<file path="src/pgalloc_pkg.sv">
// ----------------------------------------------------------------------------
// pgalloc_pkg
// Shared codes and controller/datapath interface types of the page allocator.
// ----------------------------------------------------------------------------
package pgalloc_pkg;

  // command codes
  localparam logic [1:0] CMD_ALLOC  = 2'd0;
  localparam logic [1:0] CMD_FREE   = 2'd1;
  localparam logic [1:0] CMD_INCREF = 2'd2;
  localparam logic [1:0] CMD_QUERY  = 2'd3;

  // result status codes
  localparam logic [2:0] ST_OK        = 3'd0;
  localparam logic [2:0] ST_EMPTY     = 3'd1;
  localparam logic [2:0] ST_BADADDR   = 3'd2;
  localparam logic [2:0] ST_UNDERFLOW = 3'd3;
  localparam logic [2:0] ST_SATURATED = 3'd4;

  // configuration register indexes
  localparam int unsigned CFG_IDX_W = 2;
  localparam logic [CFG_IDX_W-1:0] REG_BASE  = 2'd0;
  localparam logic [CFG_IDX_W-1:0] REG_TOP   = 2'd1;
  localparam logic [CFG_IDX_W-1:0] REG_FIRST = 2'd2;

  // configuration reset values
  localparam logic [31:0] BASE_RST  = 32'h8000_0000;
  localparam logic [31:0] TOP_RST   = 32'h8800_0000;
  localparam logic [31:0] FIRST_RST = 32'h8000_0000;

  // controller to datapath commands
  typedef struct packed {
    logic clr_en;   // write zero into the count table at the sweep pointer
    logic load;     // capture a new transaction
    logic decode;   // address checks, memory reads
    logic exec;     // update state, load result registers
  } pga_cmd_t;

  // datapath to controller status
  typedef struct packed {
    logic clr_last; // sweep pointer at the last entry
  } pga_sts_t;

endpackage

</file>
<file path="src/pgalloc_ctrl.sv">
// ----------------------------------------------------------------------------
// pgalloc_ctrl
// Sequencer: clearing pass after reset, then accept / decode / execute.
// ----------------------------------------------------------------------------
module pgalloc_ctrl
  import pgalloc_pkg::*;
(
  input  logic     clk,
  input  logic     rst_n,
  input  logic     start,
  output logic     busy,
  input  pga_sts_t sts,
  output pga_cmd_t cmd
);

  typedef enum logic [3:0] {
    S_CLEAR  = 4'b0001,
    S_IDLE   = 4'b0010,
    S_DECODE = 4'b0100,
    S_EXEC   = 4'b1000
  } state_t;

  state_t state_r, state_nxt;

  always_comb begin
    state_nxt  = state_r;
    cmd        = '0;
    busy       = 1'b1;
    case (state_r)
      S_CLEAR: begin
        cmd.clr_en = 1'b1;
        if (sts.clr_last) begin
          state_nxt = S_IDLE;
        end
      end
      S_IDLE: begin
        busy = 1'b0;
        if (start) begin
          cmd.load  = 1'b1;
          state_nxt = S_DECODE;
        end
      end
      S_DECODE: begin
        cmd.decode = 1'b1;
        state_nxt  = S_EXEC;
      end
      S_EXEC: begin
        cmd.exec  = 1'b1;
        state_nxt = S_IDLE;
      end
      default: begin
        state_nxt = S_CLEAR;
      end
    endcase
  end

  always_ff @(posedge clk) begin
    if (!rst_n) begin
      state_r <= S_CLEAR;
    end else begin
      state_r <= state_nxt;
    end
  end

endmodule

</file>
<file path="config.mk">
export PLATFORM = sky130hd
export DESIGN_NAME = pgalloc_ctrl
export DESIGN_NICKNAME = d
export VERILOG_FILES = /design/src/pgalloc_pkg.sv /design/src/pgalloc_ctrl.sv
export SDC_FILE = /design/constraint.sdc
export NUM_CORES = 1
export LEC_CHECK = 0
export BUFFER_PORTS_ARGS = -buffer_cell sky130_fd_sc_hd__buf_2
export CAP_MARGIN = 30
export CORE_AREA = 2 2 39 41
export CTS_CLUSTER_DIAMETER = 120
export DETAILED_ROUTE_END_ITERATION = 16
export DIE_AREA = 0 0 41 43
export HOLD_SLACK_MARGIN = 0.02
export PLACE_DENSITY_LB_ADDON = 0.2
export SLEW_MARGIN = 20
export SYNTH_ARGS = -nofsm -noshare
export SYNTH_HDL_FRONTEND = slang
export SYNTH_SLANG_ARGS = --single-unit
</file>
<file path="constraint.sdc">
create_clock -name clk -period 1 [get_ports clk]
set_input_delay 0.05 -clock clk [delete_from_list [all_inputs] [get_ports clk]]
set_output_delay 0.05 -clock clk [all_outputs]
set_load 0.005 [all_outputs]
</file>
# [After elaboration in Yosys (flattened, before gate mapping)]
# Index checks and enable logic that the tools add are counted.
# Widths: inputs -> output; s select.
[word_totals] register_bits=4 out_inout_bits=5 word_cells=17
[op_classes] eq_ne=6 muxes=9 n_reduce_logical=1
[ops] cell="$pmux 4 s4" n=1
[ops] cell="$mux 4" n=2
[ops] cell="$mux 1" n=6
[ops] cell="$eq 4x1->1 const B" n=1
[ops] cell="$eq 4x2->1 const B" n=1
[ops] cell="$eq 4x3->1 const B" n=1
[ops] cell="$eq 4x4->1 const B" n=1
[ops] cell="$ne 2x2->1 const B" n=2
[ops] cell="$reduce_and 2->1" n=1

# [Depth between registers and ports, before layout]
[logic_depth] depth_word=3 depth_mapped=4

# [Worst setup path after synthesis]
# OpenSTA, ideal clock, no wires.
[synth_timing] kind="register to register" start="reg state_r[1]" end="reg state_r[0]" setup_ps=115 arrival_ps=987 required_time_ps=885 path_slack_ps=-102 stages_incl_launch_ff=4 synth_period_minus_slack_ps=1102 cell_sequence="dfxtp_1 -> nor4b_2 -> nand3_1 -> and2_1"
[synth_via] elab_chain_cells=3
[synth_lines] element="start, declared" line_no="pgalloc_ctrl.sv:23" text="state_t state_r, state_nxt;"
[synth_lines] element="start signal, assigned" line_no="pgalloc_ctrl.sv:61" text="state_r <= state_nxt;"
[synth_lines] element="$eq 4x1->1 or $eq 4x2->1 (tied branches)" line_no="pgalloc_ctrl.sv:29" text="case (state_r)"
[synth_lines] element="$ne 2x2->1 (no source line)"
[synth_lines] element="$reduce_and 2->1 (no source line)"
# Parallel ways exist; a longest one is shown, timed or not.
# A chain may end at the register's enable or synchronous reset.

==> run_results.csv <==
group,metric,value,unit
pwr,sequentialPowerShare,38.0,%
logic_synthesis,postSynthCellCount,21,
cts,cts.sinks,4,
layout,antenna_cells,0,
pwr,p_leak,0.175,nW
logic_synthesis,yosys.area_share.simple,43.9,%
route,viasPerCell,4.19,
cts,max-clock-path-buffers,2,
layout,largest_reg_flops,4,
pwr,netSwitchingFraction,24.5,%
worst_setup_path,required,950,ps
hold_path,hold_path_class,"input port to flip-flop",
layout,finalNetCount,43,
sta,post-route-period-util,121,%
logic_synthesis,synth_top_family_by_area,"simple AND/OR/NAND/NOR gates",
pwr,power_frac_clock,37.9,%
worst_setup_path,start_kind,"flip-flop",
route,firstDrtPassIters,2,
logic_synthesis,synth_top_cell_area_share,37.4,%
sta,worst_pin_slew,234,ps
place,io_buffer_count,8,
floorplan,rows,14,
cts,numCtsBuffers,3,
logic_synthesis,post-synth-top-count-cell,"dfxtp_1",
logic_synthesis,synth_warnings,0,
cts,clk_latency,230,ps
place,dp.final_hpwl,410,um
logic_synthesis,synth_xor_area_share,4.09,%
floorplan,dieArea,0.00176,mm^2
sta,clock_skew,1.35,ps
sta,finalHoldViolations,0,
layout,regMostFlops,"state_r",
sta,fin_setup_tns,-1110,ps
sta,setup_slack,-215,ps
cts,cts.clk_slew.worst_paths,40,ps
status,status,"finished with violations",
route,wl,553,um
logic_synthesis,synth.area.top_cells,"dfxtp_1 (37%), nor4b_2 (21%), and2_1 (8.8%), o311a_1 (4.7%), nor4b_1 (4.1%)",
worst_setup_path,crit_type,"flip-flop to output pin",
pwr,power,0.514,mW
logic_synthesis,netlist_area,214,um^2
layout,largestRegisters,"state_r (4)",
floorplan,die_x,41,um
route,wl_per_cell,10.4,um
worst_setup_path,end_kind,"output pin",
route,antenna_left,0,
logic_synthesis,synthMuxAreaShare,0,%
route,drc_errors,0,
logic_synthesis,avgSynthCellArea,10.2,um^2
cts,cts_root_buf,"clkbuf_4",
logic_synthesis,ys_seq_area_share,37.4,%
worst_setup_path,critPathTopFamily,"flip-flops",
run,drv_cap,0,
worst_setup_path,path_buf_inv,2,
route,num_vias,222,
floorplan,start_util,15.5,%
sta,rsz0062_at_grt,"true",
logic_synthesis,synth_fa_ha_area_share,0,%
logic_synthesis,yosysTopAreaCell,"dfxtp_1",
logic_synthesis,yosys.cell_types.count,13,
logic_synthesis,synthArstFlopShare,0,%
cts,cts-hold-fix-buffers,0,
logic_synthesis,synth_compound_area_share,11.1,%
place,routabilityCongestion,0.673,
grt,first_global_vias,206,
route,first_iter_violations,1,
cts,htree_levels,1,
grt,grt_max_degree,7,
pwr,p_comb_share,24.2,%
cts,cts_tree,"done",
worst_setup_path,worstPathArrival,1160,ps
sta,layout_min_cycle_time,1210,ps
worst_setup_path,slowest_delay,340,ps
logic_synthesis,synth_edf_count,0,
worst_setup_path,crit_fanout,4,
grt,antenna_found_initial,0,
sta,slew_headroom,84.3,%
pwr,p_per_area,1300,mW/mm^2
pwr,ir_worst_vdd,0.586,mV
grt,grt_overflow,0,
logic_synthesis,syn-num-nets,25,
layout,area_growth,85.4,%
worst_setup_path,cpMaxStageDelayCell,"dfxtp_2",
layout,drive_gt1_share,67.6,%
logic_synthesis,synthTopCellsByCount,"dfxtp_1 (4), and2_1 (3), nor4b_2 (3)",
sta,finalSetupViolCount,7,
floorplan,die_h,43,um
sta,fin_hold_ws,69.3,ps
floorplan,ios,9,
grt,grt_pass1_wl,897,um
sta,fmax,823,MHz
status,violations,"setup timing",
grt,grt_usage,8.32,%
logic_synthesis,ys_ff_latch,4,
logic_synthesis,yosys_most_used_dff,"dfxtp_1",
floorplan,core,0.00138,mm^2
layout,fill_cells,144,
sta,drv_slew,0,
pwr,p_switching,0.126,mW
pwr,internal-power,0.388,mW
worst_setup_path,cp_cell_sequence,"buf_4 > nor4b_4 > buf_2",
## layer usage
metal	global-route usage [%]	part of all wire (%)
met2	11.9	52
met4	8.00	0.72
met5	0	0
met1	7.35	40
met3	5.24	6.9
## final cells by class
class,count,area (um^2),share of cell area [%]
Sequential cell,4,90.1,22.7
Timing Repair Buffer,13,83.8,21.1
Inverter,2,7.51,1.89
Tap cell,16,20.0,5.05
Clock buffer,3,22.5,5.68
Multi-Input combinational cell,15,173,43.5
## cell usage in the layout (no fill, tap or decap)
cell,count
buf_2,7
dfxtp_4,2
nand3_2,1
nand2b_1,1
and2_1,3
clkbuf_4,3
xor2_1,1
inv_1,2
buf_6,1
o2111ai_1,1
o311a_1,1
and3_1,1
nor4b_4,4
nor2_1,1
buf_4,5
dfxtp_2,2
o21ai_0,1
## power by group through the flow
stage / Combinational [mW] / Clock [mW] / Sequential [mW]
floorplan: 0.0445 / 0 / 0.193
global placement: 0.0933 / 0 / 0.193
detailed placement: 0.0918 / 0 / 0.194
global route: 0.133 / 0.222 / 0.197
finish: 0.124 / 0.195 / 0.195
CTS: 0.124 / 0.206 / 0.195
## cell families after synthesis
kind of cell | count (synthesis)
buffers and inverters | 2
DFF | 4
xor gates and xnor gates | 1
and+or+nand+nor | 11
AOI/OAI and AO/OA | 3
## worst paths after layout
kind	startpoint	end	slack [ps]	cells past startpoint
min	start	state_r[2]$_SDFFE_PN0P_	70	2
max	state_r[0]$_SDFFE_PN1P_	cmd[0]	-210	3
min reg2reg	state_r[2]$_SDFFE_PN0P_	state_r[2]$_SDFFE_PN0P_	640	2
max reg2reg	state_r[2]$_SDFFE_PN0P_	state_r[0]$_SDFFE_PN1P_	-110	4
## repair_timing
action,in CTS,in global routing
setup endpoints to repair,7,8
buffers inserted,1,0
pin swaps,3,1
resized for setup,7,0
## worst register-to-register path, cell delays in order (launching register included)
cell     delay (ps)
dfxtp_4         360
nor4b_4         300
buf_4           170
nand3_2          50
and2_1          130
## per-stage QoR
| stage | cell area [um^2] | utilization (%) | cells | setup WS, ps |
|---|---|---|---|---|
| floorplan | 234 | - | 21 | -23.4 |
| global placement | 324 | 23.4 | 49 | -61.9 |
| detailed placement | 324 | 23.4 | 49 | -87.1 |
| CTS | 397 | 28.7 | 53 | -236 |
| global route | 397 | 28.7 | 53 | -292 |
| finish | 397 | 28.7 | 53 | -215 |
Note: power is estimated with default switching activity, not from simulation.
